==> src/rtl/srat_pkg.sv <==
`default_nettype none

package srat_pkg;

    localparam int MAX_NODES_DEF   = 8;
    localparam int CHUNK_SHIFT_DEF = 26;
    localparam int APIC_SLOTS      = 256;

    // only the first 32 bytes of an entry are ever looked at
    localparam int ENTRY_KEEP = 32;
    localparam int KEEP_W     = $clog2(ENTRY_KEEP);

    localparam int               CC_W        = 25;
    localparam logic [CC_W-1:0]  CHUNK_LIMIT = 25'h100_0000;

    localparam logic [7:0] ENTRY_CPU    = 8'd0;
    localparam logic [7:0] ENTRY_MEM    = 8'd1;
    localparam logic [7:0] ENTRY_X2APIC = 8'd2;

    localparam logic [7:0] MIN_LEN_CPU    = 8'd16;
    localparam logic [7:0] MIN_LEN_MEM    = 8'd40;
    localparam logic [7:0] MIN_LEN_X2APIC = 8'd24;

    localparam logic REC_MEMORY = 1'b0;
    localparam logic REC_APIC   = 1'b1;

    typedef struct packed {
        logic [7:0] table_byte;
        logic       last_byte;
    } t_in_item;

    typedef struct packed {
        logic        record_kind;
        logic [2:0]  node_id;
        logic [37:0] first_chunk;
        logic [23:0] last_chunk;
        logic        range_empty;
        logic [7:0]  apic_id;
        logic [63:0] node_total_bytes;
        logic [3:0]  nodes_in_use;
    } t_out_item;

    typedef struct packed {
        logic accept;
        logic lookup;
        logic add;
        logic range;
        logic load;
    } t_cmd;

    typedef struct packed {
        logic finish;
        logic want;
        logic found;
        logic is_mem;
        logic len_zero;
        logic out_free;
    } t_stat;

endpackage

`default_nettype wire

==> src/rtl/srat_ctrl.sv <==
`default_nettype none

module srat_ctrl
    import srat_pkg::*;
(
    input  wire logic  i_clk,
    input  wire logic  i_rst_n,
    input  wire logic  i_in_valid,
    output logic       o_in_stall,
    input  wire t_stat i_stat,
    output t_cmd       o_cmd
);

    typedef enum logic [4:0] {
        ST_IDLE   = 5'b00001,
        ST_LOOKUP = 5'b00010,
        ST_ADD    = 5'b00100,
        ST_RANGE  = 5'b01000,
        ST_EMIT   = 5'b10000
    } t_state;

    t_state r_state, n_state;

    always_comb begin
        n_state    = r_state;
        o_cmd      = '0;
        o_in_stall = 1'b1;
        unique case (r_state)
            ST_IDLE: begin
                o_in_stall   = 1'b0;
                o_cmd.accept = i_in_valid;
                if (i_in_valid && i_stat.finish) begin
                    n_state = ST_LOOKUP;
                end
            end
            ST_LOOKUP: begin
                o_cmd.lookup = 1'b1;
                if (!(i_stat.want && i_stat.found)) begin
                    n_state = ST_IDLE;
                end else if (i_stat.is_mem) begin
                    // zero-length range still claims a node, but emits nothing
                    n_state = i_stat.len_zero ? ST_IDLE : ST_ADD;
                end else begin
                    n_state = ST_EMIT;
                end
            end
            ST_ADD: begin
                o_cmd.add = 1'b1;
                n_state   = ST_RANGE;
            end
            ST_RANGE: begin
                o_cmd.range = 1'b1;
                n_state     = ST_EMIT;
            end
            ST_EMIT: begin
                if (i_stat.out_free) begin
                    o_cmd.load = 1'b1;
                    n_state    = ST_IDLE;
                end
            end
            default: begin
                n_state = ST_IDLE;
            end
        endcase
    end

    always_ff @(posedge i_clk) begin
        if (!i_rst_n) begin
            r_state <= ST_IDLE;
        end else begin
            r_state <= n_state;
        end
    end

endmodule

`default_nettype wire

==> src/rtl/srat_dp.sv <==
`default_nettype none

module srat_dp
    import srat_pkg::*;
#(
    parameter int MAX_NODES   = MAX_NODES_DEF,
    parameter int CHUNK_SHIFT = CHUNK_SHIFT_DEF
) (
    input  wire logic            i_clk,
    input  wire logic            i_rst_n,
    input  wire t_in_item        i_in,
    input  wire logic            i_cfg_valid,
    input  wire logic [CC_W-1:0] i_cfg_data,
    input  wire t_cmd            i_cmd,
    output t_stat                o_stat,
    output logic                 o_out_valid,
    input  wire logic            i_out_stall,
    output t_out_item            o_out
);

    localparam int NODE_W = (MAX_NODES > 1) ? $clog2(MAX_NODES) : 1;
    localparam int CNT_W  = $clog2(MAX_NODES + 1);

    // parser state
    logic [7:0]      r_pos;
    logic [7:0]      r_len;
    logic            r_halted;
    logic [7:0]      r_bytes [ENTRY_KEEP];
    logic [CC_W-1:0] r_cc;

    // node table
    logic [MAX_NODES-1:0] r_used;
    logic [31:0]          r_domain     [MAX_NODES];
    logic [63:0]          r_node_bytes [MAX_NODES];

    // per-entry working registers
    logic [NODE_W-1:0] r_node;
    logic              r_kind;
    logic [7:0]        r_apic;
    logic [63:0]       r_len_m1;
    logic [63:0]       r_end;
    logic [63:0]       r_first;
    logic [63:0]       r_total;
    logic [23:0]       r_lastc;
    logic              r_empty;

    logic      r_out_valid;
    t_out_item r_out;

    // ---------------- byte parser ----------------
    logic [7:0] n_len;
    logic       len_short;
    logic       ends;

    always_comb begin
        n_len     = (r_pos == 8'd1) ? i_in.table_byte : r_len;
        len_short = (r_pos == 8'd1) && (i_in.table_byte < 8'd2);
        ends      = !r_halted && !len_short && (r_pos != 8'd0) &&
                    (({1'b0, r_pos} + 9'd1) == {1'b0, n_len});
    end

    // ---------------- entry decode ----------------
    logic [7:0]  ent_type;
    logic [31:0] mem_dom, cpu_dom, x2_dom, x2_id, dom;
    logic [63:0] base, len64;
    logic        mem_ok, cpu_ok, x2_ok, want;
    logic [7:0]  apic;

    always_comb begin
        ent_type = r_bytes[0];
        mem_dom  = {r_bytes[5], r_bytes[4], r_bytes[3], r_bytes[2]};
        cpu_dom  = {r_bytes[11], r_bytes[10], r_bytes[9], r_bytes[2]};
        x2_dom   = {r_bytes[7], r_bytes[6], r_bytes[5], r_bytes[4]};
        x2_id    = {r_bytes[11], r_bytes[10], r_bytes[9], r_bytes[8]};
        base     = {r_bytes[15], r_bytes[14], r_bytes[13], r_bytes[12],
                    r_bytes[11], r_bytes[10], r_bytes[9], r_bytes[8]};
        len64    = {r_bytes[23], r_bytes[22], r_bytes[21], r_bytes[20],
                    r_bytes[19], r_bytes[18], r_bytes[17], r_bytes[16]};

        mem_ok = (ent_type == ENTRY_MEM) && (r_len >= MIN_LEN_MEM) && r_bytes[28][0];
        cpu_ok = (ent_type == ENTRY_CPU) && (r_len >= MIN_LEN_CPU) && r_bytes[4][0];
        x2_ok  = (ent_type == ENTRY_X2APIC) && (r_len >= MIN_LEN_X2APIC) &&
                 r_bytes[12][0] && (x2_id < 32'(APIC_SLOTS));
        want   = mem_ok || cpu_ok || x2_ok;

        if (mem_ok) begin
            dom = mem_dom;
        end else if (cpu_ok) begin
            dom = cpu_dom;
        end else begin
            dom = x2_dom;
        end
        apic = cpu_ok ? r_bytes[3] : r_bytes[8];
    end

    // ---------------- domain lookup ----------------
    logic              hit, free;
    logic [NODE_W-1:0] hit_idx, free_idx, sel_idx;

    always_comb begin
        hit      = 1'b0;
        free     = 1'b0;
        hit_idx  = '0;
        free_idx = '0;
        // walk downward so the lowest index wins
        for (int i = MAX_NODES - 1; i >= 0; i--) begin
            if (r_used[i] && (r_domain[i] == dom)) begin
                hit     = 1'b1;
                hit_idx = NODE_W'(i);
            end
            if (!r_used[i]) begin
                free     = 1'b1;
                free_idx = NODE_W'(i);
            end
        end
        sel_idx = hit ? hit_idx : free_idx;
    end

    logic alloc;
    assign alloc = i_cmd.lookup && want && !hit && free;

    // ---------------- range math ----------------
    logic [CC_W-1:0] cc, cc_m1;
    logic [63:0]     lastc_raw;
    logic            empty;
    logic [23:0]     lastc_clip;

    always_comb begin
        cc         = r_cc[CC_W-1] ? CHUNK_LIMIT : r_cc;
        cc_m1      = cc - 1'b1;
        lastc_raw  = r_end >> CHUNK_SHIFT;
        empty      = (cc == '0) || (r_first > lastc_raw) ||
                     (r_first >= {{(64-CC_W){1'b0}}, cc});
        lastc_clip = (lastc_raw > {40'd0, cc_m1[23:0]}) ? cc_m1[23:0] : lastc_raw[23:0];
    end

    logic [63:0] node_sum;
    assign node_sum = r_node_bytes[r_node] + len64;

    logic [CNT_W-1:0] used_cnt;
    logic [3:0]       nodes_in_use;

    always_comb begin
        used_cnt = '0;
        for (int i = 0; i < MAX_NODES; i++) begin
            if (r_used[i]) begin
                used_cnt = CNT_W'(i + 1);
            end
        end
        nodes_in_use = (used_cnt == '0) ? 4'd1 : 4'(used_cnt);
    end

    // ---------------- registers with reset ----------------
    always_ff @(posedge i_clk) begin
        if (!i_rst_n) begin
            r_pos       <= '0;
            r_len       <= '0;
            r_halted    <= 1'b0;
            r_cc        <= '0;
            r_used      <= '0;
            r_out_valid <= 1'b0;
            for (int i = 0; i < MAX_NODES; i++) begin
                r_node_bytes[i] <= '0;
            end
        end else begin
            if (i_cfg_valid) begin
                r_cc <= i_cfg_data;
            end
            if (i_cmd.accept) begin
                if (!r_halted) begin
                    if (r_pos == 8'd1) begin
                        r_len <= i_in.table_byte;
                    end
                    if (len_short) begin
                        r_halted <= 1'b1;
                        r_pos    <= '0;
                    end else if (ends) begin
                        r_pos <= '0;
                    end else begin
                        r_pos <= r_pos + 8'd1;
                    end
                end
                if (i_in.last_byte) begin
                    r_pos    <= '0;
                    r_halted <= 1'b0;
                end
            end
            if (alloc) begin
                r_used[sel_idx] <= 1'b1;
            end
            if (i_cmd.add) begin
                r_node_bytes[r_node] <= node_sum;
            end
            if (i_cmd.load) begin
                r_out_valid <= 1'b1;
            end else if (!i_out_stall) begin
                r_out_valid <= 1'b0;
            end
        end
    end

    // ---------------- payload registers ----------------
    always_ff @(posedge i_clk) begin
        if (i_cmd.accept && !r_halted && (r_pos < 8'(ENTRY_KEEP))) begin
            r_bytes[r_pos[KEEP_W-1:0]] <= i_in.table_byte;
        end
        if (alloc) begin
            r_domain[sel_idx] <= dom;
        end
        if (i_cmd.lookup) begin
            r_node   <= sel_idx;
            r_kind   <= mem_ok ? REC_MEMORY : REC_APIC;
            r_apic   <= apic;
            r_len_m1 <= len64 - 64'd1;
        end
        if (i_cmd.add) begin
            r_total <= node_sum;
            r_end   <= base + r_len_m1;
            r_first <= base >> CHUNK_SHIFT;
        end
        if (i_cmd.range) begin
            r_empty <= empty;
            r_lastc <= empty ? 24'd0 : lastc_clip;
        end
        if (i_cmd.load) begin
            r_out.record_kind  <= r_kind;
            r_out.node_id      <= 3'(r_node);
            r_out.nodes_in_use <= nodes_in_use;
            if (r_kind == REC_MEMORY) begin
                r_out.first_chunk      <= r_first[37:0];
                r_out.last_chunk       <= r_lastc;
                r_out.range_empty      <= r_empty;
                r_out.apic_id          <= 8'd0;
                r_out.node_total_bytes <= r_total;
            end else begin
                r_out.first_chunk      <= '0;
                r_out.last_chunk       <= '0;
                r_out.range_empty      <= 1'b0;
                r_out.apic_id          <= r_apic;
                r_out.node_total_bytes <= r_node_bytes[r_node];
            end
        end
    end

    always_comb begin
        o_stat.finish   = ends;
        o_stat.want     = want;
        o_stat.found    = hit || free;
        o_stat.is_mem   = mem_ok;
        o_stat.len_zero = (len64 == 64'd0);
        o_stat.out_free = !r_out_valid || !i_out_stall;
    end

    assign o_out_valid = r_out_valid;
    assign o_out       = r_out;

endmodule

`default_nettype wire

==> src/rtl/srat_affinity_parser_core.sv <==
// Throughput: one table byte per cycle inside an entry; the byte closing an entry stalls
// the input for the lookup (no result), for lookup and output load (processor) or for
// lookup, byte-total add, chunk range and output load (memory), longer while a held output
// item waits. o_out_valid is registered and is set by the output load.
// Synchronous active-low reset clears the parser, node table, byte totals and chunk count.
`default_nettype none

module srat_affinity_parser_core
    import srat_pkg::*;
#(
    parameter int MAX_NODES   = MAX_NODES_DEF,
    parameter int CHUNK_SHIFT = CHUNK_SHIFT_DEF
) (
    input  wire logic            i_clk,
    input  wire logic            i_rst_n,
    input  wire logic            i_in_valid,
    output logic                 o_in_stall,
    input  wire t_in_item        i_in,
    output logic                 o_out_valid,
    input  wire logic            i_out_stall,
    output t_out_item            o_out,
    input  wire logic            i_cfg_valid,
    output logic                 o_cfg_ready,
    input  wire logic [CC_W-1:0] i_cfg_data
);

    t_cmd  cmd;
    t_stat stat;

    assign o_cfg_ready = 1'b1;

    srat_ctrl u_ctrl (
        .i_clk      (i_clk),
        .i_rst_n    (i_rst_n),
        .i_in_valid (i_in_valid),
        .o_in_stall (o_in_stall),
        .i_stat     (stat),
        .o_cmd      (cmd)
    );

    srat_dp #(
        .MAX_NODES   (MAX_NODES),
        .CHUNK_SHIFT (CHUNK_SHIFT)
    ) u_dp (
        .i_clk       (i_clk),
        .i_rst_n     (i_rst_n),
        .i_in        (i_in),
        .i_cfg_valid (i_cfg_valid),
        .i_cfg_data  (i_cfg_data),
        .i_cmd       (cmd),
        .o_stat      (stat),
        .o_out_valid (o_out_valid),
        .i_out_stall (i_out_stall),
        .o_out       (o_out)
    );

endmodule

`default_nettype wire

==> config.mk <==
export PLATFORM = sky130hd
export DESIGN_NAME = srat_affinity_parser_core
export DESIGN_NICKNAME = d
export VERILOG_FILES = /design/src/rtl/srat_pkg.sv /design/src/rtl/srat_ctrl.sv /design/src/rtl/srat_dp.sv /design/src/rtl/srat_affinity_parser_core.sv
export SDC_FILE = /design/constraint.sdc
export NUM_CORES = 2
export LEC_CHECK = 0
export BUFFER_PORTS_ARGS = -buffer_cell sky130_fd_sc_hd__buf_2
export CAP_MARGIN = 20
export CORE_MARGIN = 5
export CORE_UTILIZATION = 40
export CTS_CLUSTER_DIAMETER = 150
export DETAILED_ROUTE_END_ITERATION = 16
export PLACE_DENSITY = 0.66
export SLEW_MARGIN = 30
export SYNTH_ARGS = -nofsm -noshare
export SYNTH_HDL_FRONTEND = slang
export SYNTH_SLANG_ARGS = --single-unit
==> constraint.sdc <==
create_clock -name i_clk -period 20 [get_ports i_clk]
set_input_delay 4 -clock i_clk [delete_from_list [all_inputs] [get_ports i_clk]]
set_output_delay 4 -clock i_clk [all_outputs]
set_load 0.01 [all_outputs]
# [Word level (Yosys, flattened, before mapping)]
# Memory sizes are Yosys's and may differ from the RTL's. A register that Yosys moved wholly into a read port is not among the register bits.
# Cells that the tools add are included.
[word_totals] out_inout_bits=146 ram_bits=1024 input_bits=39 regBits=466 n_memories=3
[mem_list] name="u_dp.r_node_bytes" words=8 width=64 rd=1 rd_clocked_by_memory_dff=1 write_ports=8 line="srat_dp.sv:34" text="logic [63:0] r_node_bytes [MAX_NODES];"
[mem_list] name="u_dp.r_bytes" words=32 width=8 rd=24 rd_clocked_by_memory_dff=0 write_ports=1 line="srat_dp.sv:28" text="logic [7:0] r_bytes [ENTRY_KEEP];"
[mem_list] name="u_dp.r_domain" words=8 width=32 rd=8 rd_clocked_by_memory_dff=0 write_ports=1 line="srat_dp.sv:33" text="logic [31:0] r_domain [MAX_NODES];"
[op_classes] magnitude_cmp=11 n_bitwise=2 muxes=85 n_reduce_logical=47 addsub=6 eq_ne=21
[op_table] cell="32-bit == test" count=8
[op_table] cell="64-bit adder" count=2
[op_table] cell="64-bit 2-to-1 mux" count=2
[op_table] cell="3-bit 2-to-1 mux" count=24
[op_table] cell="64-bit zero test" count=1
[op_table] cell="32-bit 2-to-1 mux" count=2
[op_table] cell="64-bit OR reduction" count=1
[op_table] cell="64-bit by 1-bit subtractor with 64-bit output (second input constant)" count=1
[op_table] cell="8-bit 2-to-1 mux" count=6
[op_table] cell="1-bit 2-to-1 mux" count=40
[op_table] cell="38-bit by 25-bit >= comparator with 1-bit output" count=1
[op_table] cell="38-bit by 24-bit greater-than comparator with 1-bit output" count=1
[op_table] cell="38-bit greater-than comparator" count=1
[op_table] cell="32-bit by 9-bit < comparator with 1-bit output (second input constant)" count=1
[op_table] cell="1-bit logical AND" count=27
[op_table] cell="25-bit zero test" count=1
[op_table] cell="25-bit 2-to-1 mux" count=1
[op_table] cell="5-bit case mux with 5 select lines" count=1
[op_table] cell="24-bit 2-to-1 mux" count=1
[op_table] cell="24-bit by 1-bit subtractor with 24-bit output (second input constant)" count=1
[op_table] cell="5-bit 2-to-1 mux" count=4
[op_table] cell="8-bit by 1-bit == test with 1-bit output (second input constant)" count=2
[op_table] cell="8-bit by 5-bit >= comparator with 1-bit output (second input constant)" count=2
[op_table] cell="8-bit by 1-bit adder with 9-bit output (second input constant)" count=1
[op_table] cell="26 further kinds" count=40

# [Longest topological paths before layout]
# An unclocked memory read counts as a cell.
[depth] depth_word=22 depth_mapped=23

# [Cells and area by module]
# From an unflattened synthesis, not the netlist that was laid out.
[hier_totals] cells_unflattened=5208 hier_area_um2=67432.2
[modules_own_cells] module="srat_dp" area_per_inst_um2=67098.1 instances=1 seq_area_each_um2=41229.5 cells_each=5165
[modules_own_cells] module="srat_ctrl" area_per_inst_um2=322.8 instances=1 seq_area_each_um2=100.1 cells_each=41
[modules_own_cells] module="srat_affinity_parser_core" area_per_inst_um2=11.3 instances=1 seq_area_each_um2=0.0 cells_each=2

# [Worst setup path before layout]
# Ideal clock, no wire load.
[synth_path] kind="register -> register" from="register u_ctrl.r_state[0]" to="memory u_dp.r_node_bytes[2][0], enable pin" path_slack_ns=5.674 arrival_time_ns=13.902 path_stages_with_launch=9 setup_time_ns=0.424 period_less_slack_ns=14.326 required_ns=19.576 cell_sequence="dfxtp_1 > or3_1 > nor3b_1 > nand2_1 > nor2_1 > nand3b_1 > clkbuf_1 > buf_1 > nand2_1"
[synth_rtl] element="start, declared" line="srat_ctrl.sv:22" text="t_state r_state, n_state;"
[synth_rtl] element="start signal, assigned" line="srat_ctrl.sv:71" text="r_state <= n_state;"
[synth_rtl] element="end, declared" line="srat_dp.sv:34"

==> summary.txt <==
Place
  – Cells after DPL: 7,954
  – IO Port Bufs: 183
  – Pre-CTS setup slack: 12.03 ns
  – Global placement routability congestion: 1.126
  – DP Wirelength: 173.3 mm

STA
  – Maximum clock frequency: 0.1331 GHz
  – Worst-margin pin slew: 1.086 ns
  – Final Setup Violations: 0
  – Worst Skew: 0.05433 ns
  – Final Max Tran Viols: 0
  – Hold_ws: 0.4592 ns
  – Period utilisation layout: 0.3756
  – Hold Vio Cnt, Final: 0
  – Setup tns final: 0 ns
  – Post-layout min period: 7.511 ns
  – Relative slew slack: 0.2575
  – RSZ-0062 raised after global routing: false
  – Setup slack after layout: 12.49 ns

Route
  – Post-route ant nets: 0
  – First drt pass iteration count: 6
  – DR vias: 50,573
  – Residual DRC count: 0
  – Initial drt markers: 7,156
  – Total Wirelength: 250.5 mm
  – Avg WL per Cell: 30.40 um
  – Vias per cell: 6.136

Synth
  – Primary FF master, synth: edfxtp_1
  – Yosys cell types: 98
  – Area contributors post-synth: edfxtp_1 58%, nor2_1 4.2%, mux4_2 4.1%
  – Syn_area_per_cell: 12.38 um2
  – Ys async rst share: 0
  – Number of synthesized flops with an enable pin: 1,337
  – Post-synthesis instance total: 5,609
  – Seq/Total Area, Yosys: 0.5950
  – Share of the synthesized area in the top cell type: 0.5780
  – Cell accounting for the most synthesized area: edfxtp_1
  – Syn_nets: 5,867
  – Ys Warns: 0
  – Synthesized area: 0.06947 mm2
  – Seq cells post-synth: 1,396

Setup path
  – Critical Path AT: 7.95 ns
  – Critical Path End Type: flip-flop
  – CP required: 20.44 ns
  – Crit-path max FO: 55
  – CP Launch Type: flip-flop
  – Crit path kind: reg2reg

Die
  – Floorplan row count: 153
  – Initial Util: 0.4010
  – Die Ht: 426.7 um
  – Total core area: 0.1732 mm2
  – I/O Pins: 185
  – Die W: 426.7 um
  – Die ar.: 0.1821 mm2

CTS
  – TritonCTS buffer count: 152
  – Clk slew on worst S/H paths: 0.06 ns
  – Skew-Pair Late Insertion Delay: 0.82 ns
  – Post-CTS setup buffer count: 0
  – TritonCTS Sinks: 1,396
  – CTS tree: yes
  – Post-CTS Hold Buffers: 0
  – Post-CTS sizing: 0
  – CTS Root Cell: clkbuf_16
  – Longest Clk Path Bufs: 3
  – CTS H-tree lvls: 4

Power and ir drop
  – Sequential Power Share: 0.513
  – NetSw: 1.412 mW
  – Net Sw Frac: 0.2232
  – Comb pwr share: 0.037
  – VDD IR max: 68.89 uV
  – Pint: 4.916 mW
  – Clk network pwr share: 0.450
  – Overall power: 6.328 mW
  – Cell area power density: 80.57 mW/mm2
  – LEAKAGE: 28.66 nW

Run status
  – Status: complete, no violations

Final layout
  – Layout cell share with drive strength beyond 1: 0.1463
  – Most frequent cells in the layout: 1,337 x edfxtp_1, 774 x nor2_1, 250 x inv_1
  – Post-layout nets: 6,042
  – Synth-to-Final Area Change: 13.05%
  – Leading cell type in the layout, fill and taps excluded: edfxtp_1
  – Fin cells: 8,242

Run
  – Number of max-cap violations: 0

Hold path
  – Hold Path Class: reg2reg

GRT
  – Vias in the first global route: 48,487
  – Initial antenna violation count: 15
  – First-pass GRT wire length: 353.0 mm
  – Gr usage total: 0.2682
  – Largest net degree at the start of global routing: 143
  – Congestion Overflow GR: 0
cells by family after synthesis:
family	share of synthesized area
compound gates	0.09881
xor+xnor	0.03581
fa+ha+maj	0.03955
buf+inv	0.02923
flops	0.5950
mux	0.06915
other cells	0.00005398
simple gates	0.1324
layout make-up:
| class | instances | area (um2) |
|---|---|---|
| fill | 15560 | 94710 |
| tap | 2325 | 2909 |
| inverter | 256 | 968.4 |
| clock inverter | 100 | 1154 |
| multi-input combinational | 3690 | 26420 |
| sequential | 1396 | 41340 |
| antenna | 6 | 15.01 |
| timing repair buffer | 288 | 1792 |
| clock buffer | 181 | 3933 |
power by group through the flow:
stage               Clock, mW  Sequential (mW)  Combinational (mW)
detailed placement          0             3.31               0.231
CTS                      2.89             3.24               0.232
finish                   2.85             3.24               0.234
floorplan                   0             3.30               0.150
global route             3.02             3.25               0.253
global placement            0             3.30               0.228
Yosys cell counts, types with 98 or more instances:
cell type     n
a21o_1      100
edfxtp_1   1337
a21oi_1     208
xnor2_1     150
nand2_1     250
xor2_1      134
nand3_1     123
nand4_1      98
clkbuf_1    199
nor2b_1     120
ha_1        218
nor2_1      780
inv_1       254
o21ai_0     171
mux4_2      128
mux2_2      127
metrics by stage:
| step | area (um2) | util |
|---|---|---|
| detailed placement | 73340 | 0.4233 |
| floorplan | 69470 | - |
| global placement | 73210 | 0.4226 |
| global route | 78530 | 0.4533 |
| CTS | 78430 | 0.4527 |
| finish | 78540 | 0.4533 |
registers in the layout (all words and copies together) (netlist names), 24 cells and up, named ones only:
| name | count |
|---|---|
| u_dp.o_out | 143 |
| u_dp.r_bytes | 185 |
| u_dp.r_cc | 25 |
| u_dp.r_domain | 256 |
| u_dp.r_end | 38 |
| u_dp.r_first | 38 |
| u_dp.r_lastc | 24 |
| u_dp.r_len_m1 | 64 |
| u_dp.r_node_bytes | 512 |
| u_dp.r_total | 64 |
routing by layer:
layer,up-vias,wire length (um),track usage
li1,21620,-,-
met1,25264,97090,0.3538
met2,2992,114600,0.4201
met3,689,23960,0.05602
met4,8,14850,0.1368
met5,-,47,0
critical path: stages, from the launching register on:
cell and delay, ns:
edfxtp_1 0.39, or4_4 0.61, or4_1 0.54, buf_4 0.28, nor2_4 0.37, buf_16 0.24
buf_4 0.49, nor3_1 0.19, nor2_2 0.55, xor2_1 0.20, nor4b_1 0.55, nand4_1 0.33
a21boi_0 0.22, o221ai_1 0.65, o21a_1 0.24, nor2b_4 0.70, buf_4 0.47
final timing paths:
kind / from / end / slack [ns] / cells past startpoint
setup / recovery: u_dp.r_bytes[0][3] / u_dp.r_domain[1][16] / 12.49 / 16
setup reg to reg: u_dp.r_bytes[0][3] / u_dp.r_domain[1][16] / 12.49 / 16
hold reg to reg: u_dp.r_bytes[12][1] / u_dp.r_first[7] / 0.46 / 0
hold / removal: u_dp.r_bytes[12][1] / u_dp.r_first[7] / 0.46 / 0
No activity file was read; power rests on OpenSTA's default activity.
